## src/rtl/core/assert_macros.svh

```systemverilog
// Assertion macros shared by the RTL of the deque block.
// No dependencies; the bodies are empty when SYNTH is defined.
`ifndef ASSERT_MACROS_SVH
`define ASSERT_MACROS_SVH
`ifndef SYNTH
// The expression holds at every clock edge outside reset.
`define ASSERT_ALWAYS(lbl, clk, rstn, expr, msg) \
  lbl: assert property (@(posedge clk) disable iff (!rstn) (expr)) else $error(msg);
// The antecedent in one cycle implies the consequent in the next.
`define ASSERT_NEXT(lbl, clk, rstn, ante, cons, msg) \
  lbl: assert property (@(posedge clk) disable iff (!rstn) (ante) |=> (cons)) else $error(msg);
`else
`define ASSERT_ALWAYS(lbl, clk, rstn, expr, msg)
`define ASSERT_NEXT(lbl, clk, rstn, ante, cons, msg)
`endif
`endif

```

## src/rtl/core/deq_pkg.sv

```systemverilog
// Package of the double-ended queue: payload types, command codes, state codes.
// No dependencies; used by the controller, the datapath and the top level.
package deq_pkg;

  localparam int DEPTH_DEF = 1024;
  localparam int DATA_W    = 32;
  localparam int COUNT_W   = 11;

  typedef enum logic [2:0] {
    CMD_PUSH_FRONT = 3'd0,
    CMD_PUSH_BACK  = 3'd1,
    CMD_POP_FRONT  = 3'd2,
    CMD_POP_BACK   = 3'd3,
    CMD_PEEK       = 3'd4
  } deq_cmd_t;

  typedef enum logic [1:0] {
    ST_IDLE = 2'd0,
    ST_EXEC = 2'd1,
    ST_LOOK = 2'd2,
    ST_DONE = 2'd3
  } deq_state_t;

  typedef struct packed {
    logic [2:0]               command;
    logic signed [DATA_W-1:0] value;
  } deq_in_t;

  typedef struct packed {
    logic signed [DATA_W-1:0] popped_value;
    logic                     error;
    logic [COUNT_W-1:0]       entry_count;
    logic                     is_empty;
    logic signed [DATA_W-1:0] front_value;
    logic signed [DATA_W-1:0] back_value;
  } deq_out_t;

  // Commands from the controller to the datapath.
  typedef struct packed {
    logic capture;
    logic exec;
    logic look;
    logic load;
  } deq_ctl_t;

endpackage

```

## src/rtl/core/deq_ctrl.sv

```systemverilog
// Controller of the deque: sequences each item and owns the result valid flag.
// Depends on deq_pkg.
module deq_ctrl (
  input  logic              clk,
  input  logic              rst_n,
  input  logic              in_valid,
  output logic              in_stall,
  output logic              out_valid,
  input  logic              out_stall,
  output deq_pkg::deq_ctl_t ctl
);

  deq_pkg::deq_state_t state_r, state_nxt;
  logic                out_valid_r, out_valid_nxt;

  // Next state.
  always_comb begin
    state_nxt = state_r;
    unique case (state_r)
      deq_pkg::ST_IDLE: begin
        if (in_valid) begin
          state_nxt = deq_pkg::ST_EXEC;
        end
      end
      deq_pkg::ST_EXEC: state_nxt = deq_pkg::ST_LOOK;
      deq_pkg::ST_LOOK: state_nxt = deq_pkg::ST_DONE;
      deq_pkg::ST_DONE: begin
        if (!out_valid_r || !out_stall) begin
          state_nxt = deq_pkg::ST_IDLE;
        end
      end
      default: state_nxt = deq_pkg::ST_IDLE;
    endcase
  end

  // Outputs of the state machine.
  always_comb begin
    in_stall    = 1'b1;
    ctl.capture = 1'b0;
    ctl.exec    = 1'b0;
    ctl.look    = 1'b0;
    ctl.load    = 1'b0;
    unique case (state_r)
      deq_pkg::ST_IDLE: begin
        in_stall    = 1'b0;
        ctl.capture = in_valid;
      end
      deq_pkg::ST_EXEC: ctl.exec = 1'b1;
      deq_pkg::ST_LOOK: ctl.look = 1'b1;
      deq_pkg::ST_DONE: ctl.load = !out_valid_r || !out_stall;
      default: in_stall = 1'b1;
    endcase
  end

  // The result stays valid until its transfer, unless a new one replaces it.
  always_comb begin
    if (ctl.load) begin
      out_valid_nxt = 1'b1;
    end else if (!out_stall) begin
      out_valid_nxt = 1'b0;
    end else begin
      out_valid_nxt = out_valid_r;
    end
  end

  always_ff @(posedge clk) begin
    if (!rst_n) begin
      state_r     <= deq_pkg::ST_IDLE;
      out_valid_r <= 1'b0;
    end else begin
      state_r     <= state_nxt;
      out_valid_r <= out_valid_nxt;
    end
  end

  assign out_valid = out_valid_r;

endmodule

```

## config.mk

```make
export PLATFORM = sky130hd
export DESIGN_NAME = deq_ctrl
export DESIGN_NICKNAME = d
export VERILOG_FILES = /design/src/rtl/core/assert_macros.svh /design/src/rtl/core/deq_pkg.sv /design/src/rtl/core/deq_ctrl.sv
export SDC_FILE = /design/constraint.sdc
export NUM_CORES = 1
export LEC_CHECK = 0
export ABC_AREA = 1
export CAP_MARGIN = 20
export CORE_AREA = 5 5 42 44
export DETAILED_ROUTE_END_ITERATION = 10
export DIE_AREA = 0 0 47 49
export DONT_BUFFER_PORTS = 1
export SETUP_SLACK_MARGIN = 0.3
export SYNTH_ARGS = -nofsm -noshare
export SYNTH_HDL_FRONTEND = slang
export SYNTH_SLANG_ARGS = --single-unit
```

## constraint.sdc

```tcl
create_clock -name clk -period 1.25 [get_ports clk]
set_input_delay 0.125 -clock clk [delete_from_list [all_inputs] [get_ports clk]]
set_output_delay 0.125 -clock clk [all_outputs]
set_load 0.01 [all_outputs]
```

==> qor.csv, run 1 <==
stage,metric,value,unit
worst_setup_path,Worst Path Max Fanout,4,
worst_setup_path,Crit Path Category,flop to primary output,
synthesis,Post-synth top flop,dfxtp_1,
synthesis,largest family of logic cells by synthesized area,adder cells,
drt,Vias/cell,3.81,
synthesis,Post-Synth Simple-Gate Area,0.227,
synthesis,XOR/XNOR Fraction of Synth Area,0,
synthesis,"Net Count, Synth",40,
synthesis,synthesized area,231,µm²
clock_tree,CTS buffer count,3,
clock_tree,root buffer cell,clkbuf_4,
timing,worst-margin pin slew,0.337,ns
drt,routed wire length,546,µm
drt,Starting DRT DRC Count,0,
synthesis,top post-synthesis cells by area,"ha_1 (27%), dfxtp_1 (26%), inv_1 (11%), a21oi_1 (6.5%), nand2_1 (6.5%)",
final_layout,fill count,155,
synthesis,Netlist cell types,11,
synthesis,adder-cell share of the synthesized area,0.270,
synthesis,post-synthesis async set-or-reset flop share,0,
drt,routed length per instance,10.3,µm
floorplan,die area,0.00230,mm²
clock_tree,H-tree depth,1,
worst_setup_path,crit path capture type,primary output,
floorplan,core area,0.00140,mm²
floorplan,Ports,10,
final_layout,FF/Latch Area,67.6,µm²
job,Max-cap violations,0,
global_routing,antenna violations before repair,0,
floorplan,Die X-Extent,47,µm
pwr,Clk pwr share,0.173,
global_routing,vias in the first global route,192,
global_routing,first-pass GRT wire length,759,µm
worst_setup_path,crit path cell chain,"inv_4, ha_4, nand2_2, inv_2",
pwr,Switching Power,404,µW
final_layout,area delta synth->final,67.6,%
final_layout,area occupied by multi-input gates,216,µm²
pwr,total power,939,µW
floorplan,Initial Utilization,0.165,
status,status,"complete, no violations",
pwr,Logic pwr share,0.586,
timing,fin crit period,1.05,ns
timing,fmax,949,MHz
timing,RSZ-0062 raised after global routing,true,
worst_setup_path,CP max stage delay,0.38,ns
final_layout,layout cells sized above 1,0.676,
clock_tree,Worst-path clk slew,0.04,ns
synthesis,Post-synth EDFFs,0,
drt,Post-DRT Antenna Nets,0,
final_layout,n_diodes,0,
synthesis,Seq cells post-synth,3,
worst_setup_path,Critical Path AT,0.93,ns
pwr,Seq pwr share,0.241,
synthesis,"count leader, synth",inv_1,
synthesis,Yosys top cell area share,0.270,
clock_tree,clk sinks,3,
synthesis,cells after synthesis,31,
place,Post-DP HPWL,347,µm
synthesis,sequential area share after synthesis,0.259,
worst_setup_path,CP Buf/Inv Count,2,
floorplan,row count,14,
clock_tree,clk_lat worst skew,0.23,ns
timing,Hold Fails Final Rpt,0,
clock_tree,Max Root-Sink Buffers,2,
synthesis,average instance area after synthesis,7.47,µm²
pwr,power density relative to cell area,2420,mW/mm²
floorplan,die height,49,µm
worst_hold_path,worst hold path type,input port to flop,
place,port bufs,0,
pwr,Switching Fraction,0.431,
timing,count of final setup violators,0,
place,RD Place Congestion,0.548,
pwr,Int Power,535,µW
worst_setup_path,Top Family by Delay on Critical Path,flip-flops,
global_routing,All-Layer GR Usage,0.0521,
synthesis,Synth Area in Compound Gates,0.0973,
synthesis,post-synthesis mux area share,0,
pwr,Max IR drop VDD,527,µV
timing,Rel. slew slack,0.775,
worst_setup_path,highest-delay cell along the critical path,dfxtp_4,
drt,total iterations of the first detailed-routing run,1,
synthesis,list of most frequent post-synthesis cells,"inv_1 (7), ha_1 (5), nand2_1 (4)",
final_layout,final net count,47,
drt,DRC,0,
worst_setup_path,startpoint types,flop,
worst_setup_path,CP Data Required Time,1.12,ns
global_routing,largest net degree at the start of global routing,5,
timing,fin crit share,0.843,
pwr,Leak,0.000162,µW
drt,total number of vias,202,
synthesis,Yosys top cell by area,ha_1,
timing,Setup Skew,0.00303,ns
global_routing,global route total overflow,0,
timing,setup TNS,0,ns
clock_tree,TritonCTS clock tree,built,
timing,Max Slew Vio Count,0,
synthesis,YS warnings,0,
sequential cells by signal, indices dropped and copies added, names as in the netlist:
signal	cells
state_r	2
out_valid	1
power groups by stage:
| stage | sequential (µW) | combinational (µW) | clock (µW) |
|---|---|---|---|
| detailed placement | 188 | 320 | 0 |
| global route | 230 | 603 | 176 |
| floorplan | 177 | 281 | 0 |
| global placement | 188 | 310 | 0 |
| finish | 227 | 550 | 162 |
| CTS | 223 | 499 | 170 |
logic make-up (layout without fill, tap and decap cells):
| family | count (synthesis) | count (layout) |
|---|---|---|
| buffers and inverters | 8 | 14 |
| adder cells (fa/ha/maj) | 5 | 5 |
| AND/OR/NAND/NOR | 11 | 11 |
| flip-flops | 3 | 3 |
| AO/OA/AOI/OAI | 4 | 4 |
worst reg2reg max path: stages (launching register included):
cell and delay [ns]:
dfxtp_4 0.38, ha_4 0.14, buf_4 0.11, nand3_4 0.10, a21oi_2 0.16, nor2_1 0.05
metrics by stage:
stage | util | area [µm²] | worst slack, ns | hold slack (ns) | cells
finish | 0.277 | 388 | 0.196 | 0.00789 | 53
global route | 0.277 | 388 | 0.162 | 0.0170 | 53
CTS | 0.262 | 367 | 0.199 | 0.00181 | 53
detailed placement | 0.179 | 251 | 0.239 | 0.244 | 46
global placement | 0.179 | 251 | 0.245 | 0.242 | 46
floorplan | - | 239 | 0.309 | 0.238 | 31
final timing paths:
kind	startpoint	end	slack, ns	cells after the start
worst min register to register	state_r[0]	state_r[0]	0.55	2
worst min-delay path	rst_n	state_r[1]	0.008	2
worst max-delay path	state_r[0]	ctl[3]	0.20	4
worst max register to register	state_r[0]	state_r[0]	0.21	5
timing repair:
item,CTS,global route
resized for setup,16,5
setup buffers,3,0
setup endpoints to repair,7,7
pin swaps,3,2
hold endpoints to repair,0,0
hold buffers,0,0
per-layer routing:
| layer | GRT usage | vias to the layer above | wire length (µm) |
|---|---|---|---|
| met5 | 0 | - | 0 |
| met1 | 0.0329 | 91 | 172 |
| met4 | 0.0415 | 0 | 0 |
| met3 | 0.0332 | 0 | 41 |
| li1 | - | 107 | - |
| met2 | 0.0928 | 4 | 332 |
final cells by class:
class | count | share of cell area
Clock buffer | 4 | 0.0677
Inverter | 7 | 0.0806
Multi-Input combinational cell | 20 | 0.558
Sequential cell | 3 | 0.174
Tap cell | 16 | 0.0516
Timing Repair Buffer | 3 | 0.0677
cells in the final DEF (no fill, tap or decap):
| cell | Yosys | layout |
|---|---|---|
| nand2_2 | 1 | 2 |
| inv_2 | 0 | 3 |
| nor2_1 | 3 | 2 |
| buf_4 | 1 | 2 |
| a21oi_2 | 0 | 2 |
| dfxtp_4 | 0 | 2 |
| nand2_1 | 4 | 3 |
| clkbuf_4 | 0 | 3 |
| clkbuf_1 | 0 | 1 |
| nand3_4 | 0 | 1 |
| a21oi_4 | 0 | 1 |
| dfxtp_1 | 3 | 1 |
| inv_1 | 7 | 2 |
| buf_6 | 0 | 1 |
| ha_1 | 5 | 2 |
| a21boi_0 | 1 | 1 |
| nor2_2 | 0 | 1 |
| nand3_2 | 1 | 2 |
| inv_4 | 0 | 2 |
| ha_4 | 0 | 3 |
Note: power is estimated with default switching activity, not from simulation.
==> run 2, diff against run 1 <==
--- a/config.mk
+++ b/config.mk
@@ -5,7 +5,7 @@
 export SDC_FILE = /design/constraint.sdc
 export NUM_CORES = 1
 export LEC_CHECK = 0
-export ABC_AREA = 1
+export ABC_AREA = 0
 export CAP_MARGIN = 20
 export CORE_AREA = 5 5 42 44
 export DETAILED_ROUTE_END_ITERATION = 10
==> constraint.sdc (replaced) <==
create_clock -name clk -period 1.1 [get_ports clk]
set_input_delay 0.11 -clock clk [delete_from_list [all_inputs] [get_ports clk]]
set_output_delay 0.11 -clock clk [all_outputs]
set_load 0.01 [all_outputs]
==> run 2 against run 1 <==
Synthesized cell count shrank 23%. Highest routed layer unchanged. Power is 10% lower. Largest power group unchanged. Largest cell class unchanged. Global-route usage grew 0.13 points. Die area did not move. Wire length is 10% lower.
==> qor.csv, run 2 <==
stage,metric,value,unit,change
status,status,"complete, no violations",,
final_layout,layout cells sized above 1,0.600,,-0.0757
pwr,Max IR drop VDD,372,µV,-30%
final_layout,fill count,160,,+3.2%
floorplan,Initial Utilization,0.154,,-0.0107
clock_tree,TritonCTS clock tree,built,,
global_routing,All-Layer GR Usage,0.0534,,+0.00133
final_layout,area delta synth->final,62.4,%,
worst_setup_path,flop-to-flop setup slack,0.02,ns,-0.19 ns
worst_setup_path,Worst Path Max Fanout,4,,unchanged
final_layout,n_diodes,0,,unchanged
timing,Max Slew Vio Count,0,,unchanged
worst_setup_path,Critical path origin,state_r[1],,
final_layout,area occupied by multi-input gates,191,µm²,-12%
timing,Hold Fails Final Rpt,0,,unchanged
final_layout,final net count,40,,-15%
worst_setup_path,crit path capture type,primary output,,
clock_tree,CTS buffer count,3,,unchanged
pwr,power density relative to cell area,2390,mW/mm²,-1.2%
pwr,Seq pwr share,0.274,,+0.033
drt,total iterations of the first detailed-routing run,2,,+1
pwr,Logic pwr share,0.496,,-0.090
global_routing,largest net degree at the start of global routing,6,,+1
final_layout,Largest Register,state_r,,
synthesis,cells after synthesis,24,,-23%
synthesis,list of most frequent post-synthesis cells,"ha_1 (5), dfxtp_1 (3), inv_1 (3), nand2_1 (3), mux2i_1 (2)",,
drt,total number of vias,173,,-14%
worst_setup_path,Worst R2R Start,state_r[1],,
global_routing,vias in the first global route,208,,+8.3%
worst_setup_path,Crit Path Category,flop to primary output,,
drt,routed wire length,490,µm,-10%
pwr,Switching Power,325,µW,-20%
place,Post-DP HPWL,347,µm,about the same
timing,count of final setup violators,0,,unchanged
worst_setup_path,CP Data Required Time,0.99,ns,-0.13 ns
floorplan,Ports,10,,unchanged
pwr,Int Power,517,µW,-3.4%
clock_tree,Max Root-Sink Buffers,2,,unchanged
synthesis,synthesized area,216,µm²,-6.5%
global_routing,global route total overflow,0,,unchanged
synthesis,sequential area share after synthesis,0.277,,+0.0180
floorplan,core area,0.00140,mm²,unchanged
drt,Post-DRT Antenna Nets,0,,unchanged
floorplan,die height,49,µm,unchanged
final_layout,finished layout cell area,352,µm²,-9.4%
synthesis,average instance area after synthesis,9.02,µm²,+21%
global_routing,antenna violations before repair,0,,unchanged
synthesis,Post-synth top flop,dfxtp_1,,
global_routing,first-pass GRT wire length,772,µm,+1.7%
synthesis,Post-synth EDFFs,0,,unchanged
synthesis,Netlist cell types,13,,+2
clock_tree,Worst-path clk slew,0.04,ns,about the same
job,Max-cap violations,0,,unchanged
synthesis,post-synthesis async set-or-reset flop share,0,,unchanged
final_layout,number of flip-flops under the largest register name,2,,unchanged
timing,RSZ-0062 raised after global routing,true,,
timing,fmax,926,MHz,
place,port bufs,0,,unchanged
place,RD Place Congestion,0.670,,+22%
clock_tree,clk_lat worst skew,0.23,ns,about the same
final_layout,most frequent cells in the layout,"inv_4 (3), nand2_1 (3), ha_4 (3), clkbuf_4 (3)",,
final_layout,FF/Latch Area,68.8,µm²,+1.9%
worst_setup_path,Critical Path End,ctl[3],,
synthesis,top post-synthesis cells by area,"ha_1 (29%), dfxtp_1 (28%), mux2i_1 (9.2%), inv_1 (5.2%), nand2_1 (5.2%)",,
worst_setup_path,Critical Path AT,0.97,ns,+0.04 ns
timing,Setup Skew,0.000705,ns,-0.00232 ns
synthesis,"Net Count, Synth",33,,-18%
worst_hold_path,cell count of the worst hold path,1,,-1
timing,worst-margin pin slew,0.152,ns,-0.185 ns
place,placed instance area,256,µm²,+2.0%
pwr,total power,842,µW,-10%
floorplan,row count,14,,unchanged
synthesis,"count leader, synth",ha_1,,
synthesis,Yosys top cell by area,ha_1,,
synthesis,Yosys top cell area share,0.289,,+0.0187
clock_tree,clk sinks,3,,unchanged
drt,routed length per instance,10.7,µm,+3.4%
synthesis,Seq cells post-synth,3,,unchanged
timing,Fin Hold WS,0.00744,ns,-0.000454 ns
drt,Vias/cell,3.76,,-1.3%
floorplan,Die X-Extent,47,µm,unchanged
clock_tree,root buffer cell,clkbuf_4,,
pwr,Switching Fraction,0.386,,-0.0444
drt,Starting DRT DRC Count,2,,+2
timing,fin crit period,1.08,ns,
timing,Rel. slew slack,0.899,,+0.124
pwr,Clk pwr share,0.230,,+0.057
worst_setup_path,startpoint types,flop,,
drt,DRC,0,,unchanged
final_layout,Final Core Density,0.251,,-0.0259
worst_setup_path,RR Endpoint,state_r[0],,
worst_hold_path,worst hold path type,input port to flop,,
pwr,Leak,0.000139,µW,-14%
clock_tree,hold buffers post-CTS,0,,unchanged
worst_setup_path,Reg2Reg Depth,5,,unchanged
clock_tree,H-tree depth,1,,unchanged
timing,fin crit share,0.982,,
synthesis,YS warnings,0,,unchanged
floorplan,die area,0.00230,mm²,unchanged
[run 2: cell types whose count changed after synthesis, moves of 2 or more]
cell,change
mux2i_1,+2
a21oi_1,-2
nor2_1,-3
inv_1,-4
[run 2: area by class of cell]
| type | count | share of cell area |
|---|---|---|
| clock buffer | 4 | 0.0747 |
| multi-input combinational | 17 | 0.544 |
| tap | 16 | 0.0569 |
| inverter | 3 | 0.0534 |
| sequential | 3 | 0.196 |
| timing repair buffer | 3 | 0.0747 |
[run 2: what timing repair did]
item	CTS	global route
pin swaps	0	0
buffers inserted	1	1
resized for setup	12	2
endpoints found under the hold margin	0	0
setup endpoints to repair	7	9
cloned	0	0
[run 2: metal layers]
layer  wire length [µm]  up-vias  global-route usage
li1                   -       88                   -
met2                250       11              0.0814
met5                  0        -                   0
met1                149       74              0.0328
met4                  0        0              0.0415
met3                 90        0              0.0590
[run 2: worst max-delay path, cell delays in order (launching register included)]
cell and delay [ns]:
dfxtp_4 0.38, inv_4 0.05, ha_4 0.16, and2_4 0.14
[run 2: metrics by stage]
stage / std cells / TNS [ns] / setup slack (ns)
after floorplan: 24 / 0 / 0.104
after CTS: 45 / 0 / 0.00916
after global placement: 40 / 0 / 0.0285
final: 46 / 0 / 0.0196
after detailed placement: 40 / 0 / 0.0363
after global routing: 46 / -0.0716 / -0.0345
[run 2: cells by family (layout without fill, tap and decap cells)]
logic type                 count (synthesis)  in the layout  synth area share
muxes                                      2              2            0.0925
and+or+nand+nor                            6              6             0.139
DFF                                        3              3             0.277
adders and majority gates                  5              5             0.289
buffers and inverters                      4             10            0.0867
AOI/OAI and AO/OA                          4              4             0.116
[run 2: worst min path at each step]
stage / start / end / slack [ns]
after floorplan: rst_n / out_valid / 0.24
after detailed placement: rst_n / out_valid / 0.25
final: rst_n / out_valid / 0.007
after CTS: rst_n / out_valid / 0.0006
after global routing: rst_n / out_valid / 0.003
after global placement: rst_n / out_valid / 0.24
[run 2: power groups by stage]
stage	registers [µW]	logic, µW	clock network [µW]
2_1_floorplan	183	271	0
3_3_place_gp	188	326	0
3_5_place_dp	193	329	0
4_1_cts	227	404	202
5_1_grt	237	469	219
6_report	231	417	194
==> run 3, diff against run 2 <==
--- a/config.mk
+++ b/config.mk
@@ -11,6 +11,7 @@
 export DETAILED_ROUTE_END_ITERATION = 10
 export DIE_AREA = 0 0 47 49
 export DONT_BUFFER_PORTS = 1
+export HOLD_SLACK_MARGIN = 0.05
 export SETUP_SLACK_MARGIN = 0.3
 export SYNTH_ARGS = -nofsm -noshare
 export SYNTH_HDL_FRONTEND = slang
==> run 3 against run 2 <==
Power grew 0.52%. Critical endpoint unchanged. Combinational power up 2%. Core utilization grew 1.4 points. Maximum frequency is 0.38% higher.
==> qor.csv, run 3 (synthesis gave the netlist of run 2 again) <==
stage,metric,value,unit,change
status,status,"complete, no violations",,
clock_tree,Worst-path clk slew,0.03,ns,about the same
timing,Setup Skew,0.00178,ns,+0.00107 ns
drt,routed length per instance,10.5,µm,-1.2%
drt,Post-DRT Antenna Nets,0,,unchanged
worst_setup_path,Critical Path End,ctl[3],,
place,port bufs,0,,unchanged
global_routing,vias in the first global route,209,,+0.48%
timing,Max Slew Vio Count,0,,unchanged
clock_tree,CTS buffer count,3,,unchanged
drt,total iterations of the first detailed-routing run,3,,+1
pwr,Switching Power,325,µW,about the same
pwr,power density relative to cell area,2280,mW/mm²,-4.9%
global_routing,global route total overflow,0,,unchanged
clock_tree,root buffer cell,clkbuf_4,,
worst_setup_path,Critical path origin,state_r[1],,
worst_setup_path,flop-to-flop setup slack,0.02,ns,about the same
drt,total number of vias,190,,+9.8%
pwr,Seq pwr share,0.272,,-0.002
worst_setup_path,CP Data Required Time,0.99,ns,about the same
floorplan,Ports,10,,unchanged
timing,worst-margin pin slew,0.161,ns,+0.00884 ns
clock_tree,clk_lat worst skew,0.23,ns,about the same
worst_setup_path,RR Endpoint,state_r[0],,
final_layout,Largest Register,state_r,,
final_layout,layout cells sized above 1,0.563,,-0.0375
place,placed instance area,256,µm²,unchanged
final_layout,most frequent cells in the layout,"inv_4 (3), nand2_1 (3), ha_4 (3), clkbuf_4 (3)",,
drt,Starting DRT DRC Count,2,,unchanged
pwr,Logic pwr share,0.504,,+0.008
floorplan,Initial Utilization,0.154,,unchanged
clock_tree,H-tree depth,1,,unchanged
clock_tree,Max Root-Sink Buffers,2,,unchanged
timing,RSZ-0062 raised after global routing,true,,
place,Setup Slack @ Placement,0.0363,ns,unchanged
floorplan,die area,0.00230,mm²,unchanged
clock_tree,clk sinks,3,,unchanged
drt,Vias/cell,3.96,,+5.3%
pwr,Switching Fraction,0.384,,-0.00221
final_layout,finished layout cell area,372,µm²,+5.7%
worst_setup_path,startpoint types,flop,,
pwr,Max IR drop VDD,508,µV,+37%
floorplan,row count,14,,unchanged
final_layout,n_diodes,0,,unchanged
final_layout,area delta synth->final,71.7,%,
worst_setup_path,crit path capture type,primary output,,
timing,fin crit share,0.978,,-0.00373
worst_setup_path,Reg2Reg Depth,5,,unchanged
floorplan,Die X-Extent,47,µm,unchanged
timing,Fin Hold WS,0.163,ns,+0.156 ns
pwr,Clk pwr share,0.225,,-0.005
timing,count of final setup violators,0,,unchanged
drt,DRC,0,,unchanged
place,Post-DP HPWL,347,µm,unchanged
timing,Rel. slew slack,0.892,,-0.00625
global_routing,first-pass GRT wire length,800,µm,+3.6%
floorplan,core area,0.00140,mm²,unchanged
timing,fmax,929,MHz,+0.38%
pwr,Int Power,521,µW,+0.88%
global_routing,All-Layer GR Usage,0.0541,,+0.000703
global_routing,largest net degree at the start of global routing,6,,unchanged
drt,routed wire length,505,µm,+3.1%
pwr,total power,846,µW,+0.52%
clock_tree,TritonCTS clock tree,built,,
worst_setup_path,Worst R2R Start,state_r[1],,
job,Max-cap violations,0,,unchanged
worst_setup_path,Worst Path Max Fanout,4,,unchanged
final_layout,final net count,42,,+5.0%
global_routing,antenna violations before repair,0,,unchanged
pwr,Leak,0.000148,µW,+6.0%
place,RD Place Congestion,0.670,,unchanged
timing,fin crit period,1.08,ns,-0.00410 ns
worst_hold_path,worst hold path type,input port to flop,,
timing,Hold Fails Final Rpt,0,,unchanged
worst_setup_path,Crit Path Category,flop to primary output,,
timing,setup TNS,0,ns,unchanged
floorplan,die height,49,µm,unchanged
worst_setup_path,Critical Path AT,0.97,ns,about the same
timing,Final WS setup,0.0237,ns,+0.00410 ns
final_layout,number of flip-flops under the largest register name,2,,unchanged
[run 3: power by group through the flow]
stage | Clock (µW) | Combinational, µW | Sequential, µW
after floorplan | 0 | 271 | 183
after global placement | 0 | 326 | 188
after detailed placement | 0 | 329 | 193
after global routing | 224 | 479 | 237
after CTS | 202 | 411 | 227
final | 190 | 426 | 230
[run 3: through the flow]
stage,std cells,util
6_report,48,0.265
5_1_grt,48,0.265
4_1_cts,47,0.256
3_5_place_dp,40,0.183
3_3_place_gp,40,0.183
2_1_floorplan,24,-
[run 3: worst min-delay path by stage]
stage	endpoint	startpoint	cells past startpoint	slack, ns
2_1_floorplan	out_valid	rst_n	1	0.24
3_3_place_gp	out_valid	rst_n	1	0.24
3_5_place_dp	out_valid	rst_n	1	0.25
4_1_cts	state_r[1]	in_valid	2	0.16
5_1_grt	state_r[1]	in_valid	2	0.16
6_report	state_r[1]	in_valid	2	0.16
[run 3: worst max-delay path, cell delays in order, from the launching register on]
cell	delay (ns)
dfxtp_4	0.38
inv_4	0.05
ha_4	0.16
and2_4	0.14
[run 3: repair_timing]
item / 4_1_cts / 5_1_grt
setup endpoints to repair: 7 / 9
hold buffers: 2 / 0
pin swaps: 0 / 0
resized for setup: 12 / 2
buffers inserted: 1 / 1
endpoints found under the hold margin: 3 / 0
[run 3: cell type report]
| cell class | count | area (µm²) |
|---|---|---|
| timing repair buffer | 5 | 46.3 |
| clock buffer | 4 | 26.3 |
| multi-input combinational | 17 | 191 |
| tap | 16 | 20.0 |
| fill | 160 | 1030 |
| inverter | 3 | 18.8 |
| sequential | 3 | 68.8 |
[run 3: layer usage]
metal	GRT usage	routed length, µm
met5	0	0
met4	0.0415	14
met3	0.0517	78
met2	0.0860	269
met1	0.0349	142
